**src/sv/wkbp_pkg.sv**
```systemverilog
package wkbp_pkg;

    localparam int COUNT_WIDTH = 32;

    localparam logic [2:0] KIND_COORD = 3'd0;
    localparam logic [2:0] KIND_RING  = 3'd1;
    localparam logic [2:0] KIND_PART  = 3'd2;
    localparam logic [2:0] KIND_DONE  = 3'd3;
    localparam logic [2:0] KIND_ERROR = 3'd4;

    localparam logic [2:0] ERR_NONE     = 3'd0;
    localparam logic [2:0] ERR_BYTE_ORD = 3'd1;
    localparam logic [2:0] ERR_TYPE     = 3'd2;
    localparam logic [2:0] ERR_SUBTYPE  = 3'd3;
    localparam logic [2:0] ERR_TRUNC    = 3'd4;

    localparam logic [2:0] T_POINT  = 3'd1;
    localparam logic [2:0] T_LINE   = 3'd2;
    localparam logic [2:0] T_POLY   = 3'd3;
    localparam logic [2:0] T_MPOINT = 3'd4;
    localparam logic [2:0] T_MLINE  = 3'd5;
    localparam logic [2:0] T_MPOLY  = 3'd6;

    localparam logic [31:0] ISO_Z_BASE = 32'd1000;
    localparam logic [31:0] OGC_Z_FLAG = 32'h8000_0000;

    typedef struct packed {
        logic [2:0]  kind;
        logic [2:0]  gtype;
        logic [63:0] x;
        logic [63:0] y;
        logic [63:0] z;
        logic        has_z;
        logic [31:0] idx;
        logic [2:0]  err;
        logic        last;
    } rec_t;

    typedef struct packed {
        logic [1:0] n;
        rec_t       r0;
        rec_t       r1;
    } push_t;

    typedef struct packed {
        logic       ok;
        logic [2:0] t;
        logic       z;
    } dtype_t;

    function automatic dtype_t decode_type(input logic [31:0] raw);
        dtype_t      d;
        logic [31:0] t;
        if (raw > ISO_Z_BASE && raw <= ISO_Z_BASE + 32'd6) begin
            t = raw - ISO_Z_BASE;
            d.z = 1'b1;
        end else if ((raw & OGC_Z_FLAG) != 32'd0) begin
            t = raw & ~OGC_Z_FLAG;
            d.z = 1'b1;
        end else begin
            t = raw;
            d.z = 1'b0;
        end
        d.ok = (t >= 32'd1) && (t <= 32'd6);
        d.t = t[2:0];
        return d;
    endfunction

    function automatic rec_t mk_rec(input logic [2:0] kind, input logic [2:0] gtype,
                                    input logic [63:0] x, input logic [63:0] y,
                                    input logic [63:0] z, input logic has_z,
                                    input logic [31:0] idx, input logic [2:0] err);
        rec_t r;
        r.kind = kind;
        r.gtype = gtype;
        r.x = x;
        r.y = y;
        r.z = z;
        r.has_z = has_z;
        r.idx = idx;
        r.err = err;
        r.last = 1'b0;
        return r;
    endfunction

endpackage

```
**src/sv/wkbp_front.sv**
```systemverilog
module wkbp_front (
    input  logic                clk,
    input  logic                rst_n,
    input  logic                take,
    input  logic [7:0]          data_byte,
    input  logic                last_byte,
    output wkbp_pkg::push_t     push
);

    typedef enum logic [3:0] {
        PH_TOP_BO, PH_TOP_TYPE, PH_SUB_BO, PH_SUB_TYPE, PH_NUM_COORDS, PH_NUM_RINGS,
        PH_RING_COORDS, PH_NUM_PARTS, PH_X, PH_Y, PH_Z, PH_IDLE
    } phase_t;

    localparam int CW = wkbp_pkg::COUNT_WIDTH;

    phase_t          ph_reg, ph_next;
    logic            le_reg, le_next;
    logic [63:0]     fs_reg, fs_next;
    logic [2:0]      fc_reg, fc_next;
    logic [2:0]      tt_reg, tt_next;
    logic            hz_reg, hz_next;
    logic [31:0]     pl_reg, pl_next;
    logic [31:0]     rl_reg, rl_next;
    logic [31:0]     cl_reg, cl_next;
    logic [CW-1:0]   cc_reg, cc_next;
    logic [CW-1:0]   rc_reg, rc_next;
    logic [63:0]     xh_reg, xh_next;
    logic [63:0]     yh_reg, yh_next;
    logic            fin_reg, fin_next;

    wkbp_pkg::rec_t   recs [2];
    logic [1:0]       n;
    logic             leaf, npd, fin_req, collect, fdone;
    logic [3:0]       cplus;
    logic [63:0]      asm_v;
    wkbp_pkg::dtype_t dt;

    always_comb
    begin
        ph_next = ph_reg;
        le_next = le_reg;
        fs_next = fs_reg;
        fc_next = fc_reg;
        tt_next = tt_reg;
        hz_next = hz_reg;
        pl_next = pl_reg;
        rl_next = rl_reg;
        cl_next = cl_reg;
        cc_next = cc_reg;
        rc_next = rc_reg;
        xh_next = xh_reg;
        yh_next = yh_reg;
        fin_next = fin_reg;
        recs[0] = '0;
        recs[1] = '0;
        n = 2'd0;
        leaf = 1'b0;
        npd = 1'b0;
        fin_req = 1'b0;

        cplus = {1'b0, fc_reg} + 4'd1;
        if (ph_reg == PH_X || ph_reg == PH_Y || ph_reg == PH_Z)
            fdone = (cplus >= 4'd8);
        else
            fdone = (cplus >= 4'd4);
        if (le_reg)
            asm_v = fs_reg | (64'(data_byte) << {fc_reg, 3'b000});
        else
            asm_v = {fs_reg[55:0], data_byte};
        dt = wkbp_pkg::decode_type(asm_v[31:0]);
        collect = !(ph_reg == PH_TOP_BO || ph_reg == PH_SUB_BO || ph_reg == PH_IDLE);

        if (!fin_reg)
        begin
            if (collect && !fdone)
            begin
                fs_next = asm_v;
                fc_next = cplus[2:0];
            end
            else
            begin
                if (collect)
                begin
                    fs_next = '0;
                    fc_next = '0;
                end
                unique case (ph_reg)
                    PH_TOP_BO, PH_SUB_BO:
                    begin
                        if (data_byte > 8'd1)
                        begin
                            recs[n[0]] = wkbp_pkg::mk_rec(wkbp_pkg::KIND_ERROR, tt_next, '0, '0,
                                '0, 1'b0, '0, wkbp_pkg::ERR_BYTE_ORD);
                            n = n + 2'd1;
                            fin_next = 1'b1;
                            ph_next = PH_IDLE;
                        end
                        else
                        begin
                            le_next = (data_byte == 8'd1);
                            fs_next = '0;
                            fc_next = '0;
                            ph_next = (ph_reg == PH_TOP_BO) ? PH_TOP_TYPE : PH_SUB_TYPE;
                        end
                    end
                    PH_TOP_TYPE:
                    begin
                        if (!dt.ok)
                        begin
                            recs[n[0]] = wkbp_pkg::mk_rec(wkbp_pkg::KIND_ERROR, tt_next, '0, '0,
                                '0, 1'b0, '0, wkbp_pkg::ERR_TYPE);
                            n = n + 2'd1;
                            fin_next = 1'b1;
                            ph_next = PH_IDLE;
                        end
                        else
                        begin
                            tt_next = dt.t;
                            hz_next = dt.z;
                            if (dt.t == wkbp_pkg::T_POINT)
                            begin
                                cl_next = 32'd1;
                                ph_next = PH_X;
                            end
                            else if (dt.t == wkbp_pkg::T_LINE)
                                ph_next = PH_NUM_COORDS;
                            else if (dt.t == wkbp_pkg::T_POLY)
                                ph_next = PH_NUM_RINGS;
                            else
                                ph_next = PH_NUM_PARTS;
                        end
                    end
                    PH_SUB_TYPE:
                    begin
                        if (!dt.ok)
                        begin
                            recs[n[0]] = wkbp_pkg::mk_rec(wkbp_pkg::KIND_ERROR, tt_next, '0, '0,
                                '0, 1'b0, '0, wkbp_pkg::ERR_TYPE);
                            n = n + 2'd1;
                            fin_next = 1'b1;
                            ph_next = PH_IDLE;
                        end
                        else if ({1'b0, dt.t} + 4'd3 != {1'b0, tt_next})
                        begin
                            recs[n[0]] = wkbp_pkg::mk_rec(wkbp_pkg::KIND_ERROR, tt_next, '0, '0,
                                '0, 1'b0, '0, wkbp_pkg::ERR_SUBTYPE);
                            n = n + 2'd1;
                            fin_next = 1'b1;
                            ph_next = PH_IDLE;
                        end
                        else
                        begin
                            hz_next = dt.z;
                            if (dt.t == wkbp_pkg::T_POINT)
                            begin
                                cl_next = 32'd1;
                                ph_next = PH_X;
                            end
                            else if (dt.t == wkbp_pkg::T_LINE)
                                ph_next = PH_NUM_COORDS;
                            else
                            begin
                                recs[n[0]] = wkbp_pkg::mk_rec(wkbp_pkg::KIND_PART, tt_next, '0,
                                    '0, '0, 1'b0, 32'(rc_next), wkbp_pkg::ERR_NONE);
                                n = n + 2'd1;
                                ph_next = PH_NUM_RINGS;
                            end
                        end
                    end
                    PH_NUM_COORDS:
                    begin
                        if (tt_next == wkbp_pkg::T_MLINE)
                        begin
                            recs[n[0]] = wkbp_pkg::mk_rec(wkbp_pkg::KIND_RING, tt_next, '0, '0,
                                '0, 1'b0, 32'(cc_next), wkbp_pkg::ERR_NONE);
                            n = n + 2'd1;
                            rc_next = rc_next + 1'b1;
                        end
                        cl_next = asm_v[31:0];
                        if (asm_v[31:0] == 32'd0)
                            leaf = 1'b1;
                        else
                            ph_next = PH_X;
                    end
                    PH_NUM_RINGS:
                    begin
                        rl_next = asm_v[31:0];
                        cl_next = '0;
                        if (asm_v[31:0] == 32'd0)
                            leaf = 1'b1;
                        else
                            ph_next = PH_RING_COORDS;
                    end
                    PH_RING_COORDS:
                    begin
                        if (rl_next != 32'd0)
                            rl_next = rl_next - 32'd1;
                        recs[n[0]] = wkbp_pkg::mk_rec(wkbp_pkg::KIND_RING, tt_next, '0, '0,
                            '0, 1'b0, 32'(cc_next), wkbp_pkg::ERR_NONE);
                        n = n + 2'd1;
                        rc_next = rc_next + 1'b1;
                        cl_next = asm_v[31:0];
                        if (asm_v[31:0] == 32'd0)
                            leaf = 1'b1;
                        else
                            ph_next = PH_X;
                    end
                    PH_NUM_PARTS:
                    begin
                        pl_next = asm_v[31:0];
                        npd = 1'b1;
                    end
                    PH_X:
                    begin
                        xh_next = asm_v;
                        ph_next = PH_Y;
                    end
                    PH_Y, PH_Z:
                    begin
                        if (ph_reg == PH_Y)
                            yh_next = asm_v;
                        if (ph_reg == PH_Y && hz_next)
                            ph_next = PH_Z;
                        else
                        begin
                            recs[n[0]] = wkbp_pkg::mk_rec(wkbp_pkg::KIND_COORD, tt_next,
                                xh_next, yh_next, (ph_reg == PH_Z) ? asm_v : 64'd0, hz_next,
                                32'(cc_next), wkbp_pkg::ERR_NONE);
                            n = n + 2'd1;
                            cc_next = cc_next + 1'b1;
                            if (cl_next != 32'd0)
                                cl_next = cl_next - 32'd1;
                            if (cl_next == 32'd0)
                                leaf = 1'b1;
                            else
                                ph_next = PH_X;
                        end
                    end
                    default:
                    begin
                        ph_next = PH_IDLE;
                        fin_next = 1'b1;
                    end
                endcase

                // End of a coordinate run: move on to the next ring, part or finish.
                if (leaf)
                begin
                    if (tt_next == wkbp_pkg::T_POLY)
                    begin
                        if (rl_next != 32'd0)
                            ph_next = PH_RING_COORDS;
                        else
                            fin_req = 1'b1;
                    end
                    else if (tt_next == wkbp_pkg::T_MPOINT || tt_next == wkbp_pkg::T_MLINE)
                        npd = 1'b1;
                    else if (tt_next == wkbp_pkg::T_MPOLY)
                    begin
                        if (rl_next != 32'd0)
                            ph_next = PH_RING_COORDS;
                        else
                            npd = 1'b1;
                    end
                    else
                        fin_req = 1'b1;
                end
                if (npd)
                begin
                    if (pl_next != 32'd0)
                    begin
                        pl_next = pl_next - 32'd1;
                        ph_next = PH_SUB_BO;
                    end
                    else
                        fin_req = 1'b1;
                end
                if (fin_req)
                begin
                    recs[n[0]] = wkbp_pkg::mk_rec(wkbp_pkg::KIND_DONE, tt_next, '0, '0, '0,
                        1'b0, 32'(cc_next), wkbp_pkg::ERR_NONE);
                    n = n + 2'd1;
                    fin_next = 1'b1;
                    ph_next = PH_IDLE;
                end
            end
        end

        if (last_byte)
        begin
            if (!fin_next && n < 2'd2)
            begin
                recs[n[0]] = wkbp_pkg::mk_rec(wkbp_pkg::KIND_ERROR, tt_next, '0, '0, '0,
                    1'b0, '0, wkbp_pkg::ERR_TRUNC);
                n = n + 2'd1;
            end
            ph_next = PH_TOP_BO;
            le_next = 1'b1;
            fs_next = '0;
            fc_next = '0;
            tt_next = '0;
            hz_next = 1'b0;
            pl_next = '0;
            rl_next = '0;
            cl_next = '0;
            cc_next = '0;
            rc_next = '0;
            xh_next = '0;
            yh_next = '0;
            fin_next = 1'b0;
        end

        if (n == 2'd1)
            recs[0].last = 1'b1;
        else if (n == 2'd2)
            recs[1].last = 1'b1;

        push.n = n;
        push.r0 = recs[0];
        push.r1 = recs[1];
    end

    always_ff @(posedge clk or negedge rst_n)
    begin
        if (!rst_n)
        begin
            ph_reg <= PH_TOP_BO;
            le_reg <= 1'b1;
            fs_reg <= '0;
            fc_reg <= '0;
            tt_reg <= '0;
            hz_reg <= 1'b0;
            pl_reg <= '0;
            rl_reg <= '0;
            cl_reg <= '0;
            cc_reg <= '0;
            rc_reg <= '0;
            xh_reg <= '0;
            yh_reg <= '0;
            fin_reg <= 1'b0;
        end
        else if (take)
        begin
            ph_reg <= ph_next;
            le_reg <= le_next;
            fs_reg <= fs_next;
            fc_reg <= fc_next;
            tt_reg <= tt_next;
            hz_reg <= hz_next;
            pl_reg <= pl_next;
            rl_reg <= rl_next;
            cl_reg <= cl_next;
            cc_reg <= cc_next;
            rc_reg <= rc_next;
            xh_reg <= xh_next;
            yh_reg <= yh_next;
            fin_reg <= fin_next;
        end
    end

endmodule

```
**src/sv/wkbp_queue.sv**
```systemverilog
module wkbp_queue (
    input  logic               clk,
    input  logic               rst_n,
    input  logic               push_en,
    input  wkbp_pkg::push_t    push,
    output logic               room,
    output logic               head_valid,
    input  logic               pop,
    output wkbp_pkg::rec_t     head
);

    wkbp_pkg::rec_t mem [4];
    logic [1:0]     wp_reg, wp_next;
    logic [1:0]     rp_reg, rp_next;
    logic [2:0]     cnt_reg, cnt_next;
    logic [1:0]     nw;
    logic           do_pop;

    // Two free entries are needed since one word can make two records.
    assign room = (cnt_reg <= 3'd2);
    assign head_valid = (cnt_reg != 3'd0);
    assign head = mem[rp_reg];
    assign do_pop = pop && head_valid;
    assign nw = push_en ? push.n : 2'd0;

    always_comb
    begin
        wp_next = wp_reg + nw;
        rp_next = rp_reg + {1'b0, do_pop};
        cnt_next = cnt_reg + {1'b0, nw} - {2'b00, do_pop};
    end

    always_ff @(posedge clk)
    begin
        if (nw != 2'd0)
            mem[wp_reg] <= push.r0;
        if (nw == 2'd2)
            mem[wp_reg + 2'd1] <= push.r1;
    end

    always_ff @(posedge clk or negedge rst_n)
    begin
        if (!rst_n)
        begin
            wp_reg <= '0;
            rp_reg <= '0;
            cnt_reg <= '0;
        end
        else
        begin
            wp_reg <= wp_next;
            rp_reg <= rp_next;
            cnt_reg <= cnt_next;
        end
    end

endmodule

```
**src/sv/wkb_geometry_stream_parser_unit.sv**
```systemverilog
// Channel  | Direction | Handshake          | Payload
// input    | in        | in_valid/in_stall  | data_byte, last_byte
// output   | out       | out_valid/out_stall| record_kind .. last_result
//
// One byte is taken per cycle while in_stall is low; its records reach the output from the next cycle on.
// Each byte makes zero, one or two records; the four-entry record queue drains one a cycle while
// out_stall is low, so bytes flow at one a cycle unless records pile up faster than they leave.
// in_stall rises while fewer than two queue entries are free.
// Reset clears the parser to expect a top-level byte order and empties the queue.
module wkb_geometry_stream_parser_unit (
    input  logic        clk,
    input  logic        rst_n,
    input  logic        in_valid,
    output logic        in_stall,
    input  logic [7:0]  data_byte,
    input  logic        last_byte,
    output logic        out_valid,
    input  logic        out_stall,
    output logic [2:0]  record_kind,
    output logic [2:0]  geom_type,
    output logic [63:0] x_bits,
    output logic [63:0] y_bits,
    output logic [63:0] z_bits,
    output logic        coord_has_z,
    output logic [31:0] index_value,
    output logic [2:0]  error_code,
    output logic        last_result
);

    wkbp_pkg::push_t push;
    wkbp_pkg::rec_t  head;
    logic            room;
    logic            take;

    assign in_stall = !room;
    assign take = in_valid && room;

    wkbp_front u_front (
        .clk       (clk),
        .rst_n     (rst_n),
        .take      (take),
        .data_byte (data_byte),
        .last_byte (last_byte),
        .push      (push)
    );

    wkbp_queue u_queue (
        .clk        (clk),
        .rst_n      (rst_n),
        .push_en    (take),
        .push       (push),
        .room       (room),
        .head_valid (out_valid),
        .pop        (!out_stall),
        .head       (head)
    );

    assign record_kind = head.kind;
    assign geom_type = head.gtype;
    assign x_bits = head.x;
    assign y_bits = head.y;
    assign z_bits = head.z;
    assign coord_has_z = head.has_z;
    assign index_value = head.idx;
    assign error_code = head.err;
    assign last_result = head.last;

endmodule

```
**config.mk**
```make
export PLATFORM = sky130hd
export DESIGN_NAME = wkb_geometry_stream_parser_unit
export DESIGN_NICKNAME = d
export VERILOG_FILES = /design/src/sv/wkbp_pkg.sv /design/src/sv/wkbp_front.sv /design/src/sv/wkbp_queue.sv /design/src/sv/wkb_geometry_stream_parser_unit.sv
export SDC_FILE = /design/constraint.sdc
export NUM_CORES = 2
export LEC_CHECK = 0
export BUFFER_PORTS_ARGS = -buffer_cell sky130_fd_sc_hd__clkbuf_2
export CORE_MARGIN = 5
export CORE_UTILIZATION = 27
export DETAILED_ROUTE_END_ITERATION = 10
export PLACE_DENSITY = 0.47
export SLEW_MARGIN = 10
export SYNTH_ARGS = -nofsm -noshare
export SYNTH_HDL_FRONTEND = slang
export SYNTH_SLANG_ARGS = --single-unit
export TNS_END_PERCENT = 50
```
**constraint.sdc**
```tcl
create_clock -name clk -period 51.6 [get_ports clk]
set_input_delay 10.32 -clock clk [delete_from_list [all_inputs] [get_ports clk]]
set_output_delay 10.32 -clock clk [all_outputs]
set_load 0.05 [all_outputs]
```
==> metrics.md <==
| Metric | Value |
|---|---|
| Iter 0 DRT Violations | 4745 |
| Clock root cell | clkbuf_16 |
| Post-synthesis sequential area ratio | 58.1% |
| Gpl congestion | 0.907 |
| Fin. max-slew vios | 0 |
| Number of flip-flops in the largest register | 940 |
| Congestion Overflow GR | 0 |
| Post-CTS Hold Buffers | 0 |
| Hold crit path type | flop to flop |
| CP Class | primary input to flop |
| Ports | 250 |
| Final WL | 228000 um |
| Synth Instances | 5673 |
| Synth warn | 0 |
| Std cell rows | 179 |
| Via/cell ratio | 5.19 |
| CTS clock-pin slew for the worst setup and hold paths | 0.06 ns |
| Commonest non-fill, non-tap cell in the layout | edfxtp_1 |
| Clock Skews | 0.0712 ns |
| Part of the cycle the worst path needs | 40.0% |
| Syn Std Cell Area | 0.0646 mm2 |
| CP peak stage delay | 0.85 ns |
| Status | finished clean |
| Most frequent cells in the layout | edfxtp_1 (940), nor2_1 (929), nand2_1 (536) |
| Hold Fails Final Rpt | 0 |
| FMAX | 0.0484 GHz |
| PD cells | 57.8 mW/mm2 |
| Min Tclk post-route | 20.65 ns |
| Ys flop type | edfxtp_1 |
| Share of layout cells above drive strength 1 | 17.3% |
| CTS Buf Count | 153 |
| Longest Clk Path Bufs | 3 |
| Post-DP HPWL | 142000 um |
| Total Die Area | 0.249 mm2 |
| Maximum VDD drop | 0.0432 mV |
| Max-capacitance violation count | 0 |
| RSZ-0062 raised after global routing | false |
| Worst-path maximum fanout | 57 |
| Crit end category | flop |
| Nets | 5822 |
| Delay-heaviest family, CP | buffers and inverters |
| Final Non-Filler Cells | 9087 |
| Final setup fails | 0 |
| FFs w/ async S/R, synth | 28.4% |
| Worst-Margin Slew | 1.21 ns |
| # DRC | 0 |
| P&R area growth vs syn | 15.5% |
| Syn_nets | 5711 |
| CTS tree | built |
| Wire per inst | 25.1 um |
| Clk_lat worst skew | 0.83 ns |
| First-pass GRT wire length | 334000 um |
| Worst EP required | 52.02 ns |
| CP Buf/Inv Count | 7 |
| Startpoint Class | primary input |
| GRT Total Usage | 17.8% |
| Sink Count | 1312 |
| CP max stage cell | o21ai_1 |
| Initial core utilization | 27.2% |
| Post-CTS setup buffers | 0 |
| Core Area | 0.238 mm2 |
| Vias in the first global route | 47000 |
| Non-Filler Cell Area, Final | 0.0747 mm2 |
| Die W | 499 um |
| PostCTS Resize Cnt | 0 |
| Number of flops mapped to enable cells by yosys | 940 |
| Port Buffers | 249 |
| First drt pass iteration count | 5 |
| Critical path arrival | 21.07 ns |
| Via count | 47100 |
| H-tree depth | 4 |
| Synth Register Bits | 1312 |
| Largest net degree at the start of global routing | 128 |
| Leakage | 27.9 nW |
| Multi-input gate area | 0.0255 mm2 |
| Max-slew headroom | 19.3% |
| Register area | 0.0375 mm2 |
| Biggest register | u_queue.mem |
| Number of nets with antenna violations after routing | 0 |
| Most frequent CP cell | buf_4 |
| Fillers | 24100 |
| Syn_area_per_cell | 11.4 um2 |
| Yosys cell types | 94 |
| Setup TNS | 0 ns |
| Placed cell areas | 0.0696 mm2 |
| Cells after DPL | 8796 |
| Chip height | 499 um |
| Antenna violations before repair | 11 |
[synthesized netlist by cell type (38+ instances only)]
cell type,count,area [um2]
xnor2_1,56,490
mux2_2,38,428
xor2_1,53,464
o31ai_1,89,668
nor2_1,933,3500
buf_1,75,282
nand2b_1,45,282
clkbuf_1,310,1160
and2_1,271,1700
buf_2,57,285
nand3_1,93,465
nor3_1,70,350
edfxtp_1,940,28200
a22oi_1,42,315
and3_1,48,300
nor4_1,40,250
dfrtp_1,371,9280
o22ai_1,40,250
a21oi_1,291,1460
nand2_1,541,2030
mux4_2,235,5290
o21ai_0,421,2110
[final timing paths]
kind                                           startpoint                                to  slack, ns  cells past startpoint
min reg2reg                u_front.yh_reg[29]$_DFFE_PN0P_    u_front.yh_reg[29]$_DFFE_PN0P_       0.48                      2
max reg2reg                    u_front.le_reg$_DFFE_PN1P_  u_queue.mem[1][43]$_SDFFCE_PP0P_      39.26                     26
min                        u_front.yh_reg[29]$_DFFE_PN0P_    u_front.yh_reg[29]$_DFFE_PN0P_       0.48                      2
max                                          data_byte[0]  u_queue.mem[1][43]$_SDFFCE_PP0P_      30.95                     26
max in group asynchronous                           rst_n     u_front.fs_reg[3]$_DFFE_PN0P_      38.32                      5
min in group asynchronous                           rst_n    u_front.rc_reg[14]$_DFFE_PN0P_       9.40                      1
[cells by family after synthesis]
logic type	Yosys count	synth area share, %
xor gates and xnor gates	109	1.48
adders and majority gates	25	0.496
and+or+nand+nor	2262	16.6
DFF	1312	58.1
muxes	299	9.25
buffers and inverters	491	3.07
AOI/OAI and AO/OA	1175	11.1
[routing by layer]
layer	up-vias	wire length, um	global-route usage (%)
li1	21000	-	-
met1	24100	97400	23.6
met2	1634	110000	29.6
met3	365	12200	2.58
met4	0	8450	6.58
met5	-	0	0
[layout make-up]
| class | instances | area share [%] |
|---|---|---|
| antenna | 4 | 0.0134 |
| clock buffer | 201 | 5.54 |
| clock inverter | 86 | 1.16 |
| inverter | 36 | 0.181 |
| multi-input combinational | 3870 | 34.1 |
| sequential | 1312 | 50.3 |
| tap | 3167 | 5.31 |
| timing repair buffer | 411 | 3.39 |
[tightest hold or removal path, stage by stage (launching register included)]
cell,delay (ns)
dfrtp_1,0.34
nand2_1,0.04
o21ai_0,0.06
[through the flow]
step	hold slack [ns]	power, mW	utilization [%]	setup slack (ns)
3_3_place_gp	0.465	3.26	29.3	30.49
3_5_place_dp	0.471	3.27	29.3	30.34
5_1_grt	0.514	4.50	31.4	30.36
4_1_cts	0.484	4.37	31.4	31.17
2_1_floorplan	0.450	2.59	-	19.43
6_report	0.483	4.31	31.4	30.95
[where the power goes]
group	internal [mW]	total, mW	switching, mW	leakage (nW)
Sequential	1.27	1.39	0.116	13.8
Clock	0.618	1.09	0.469	2.41
Combinational	0.487	1.84	1.35	11.7
Total	2.38	4.31	1.93	27.9
Note: power is estimated with default switching activity, not from simulation.
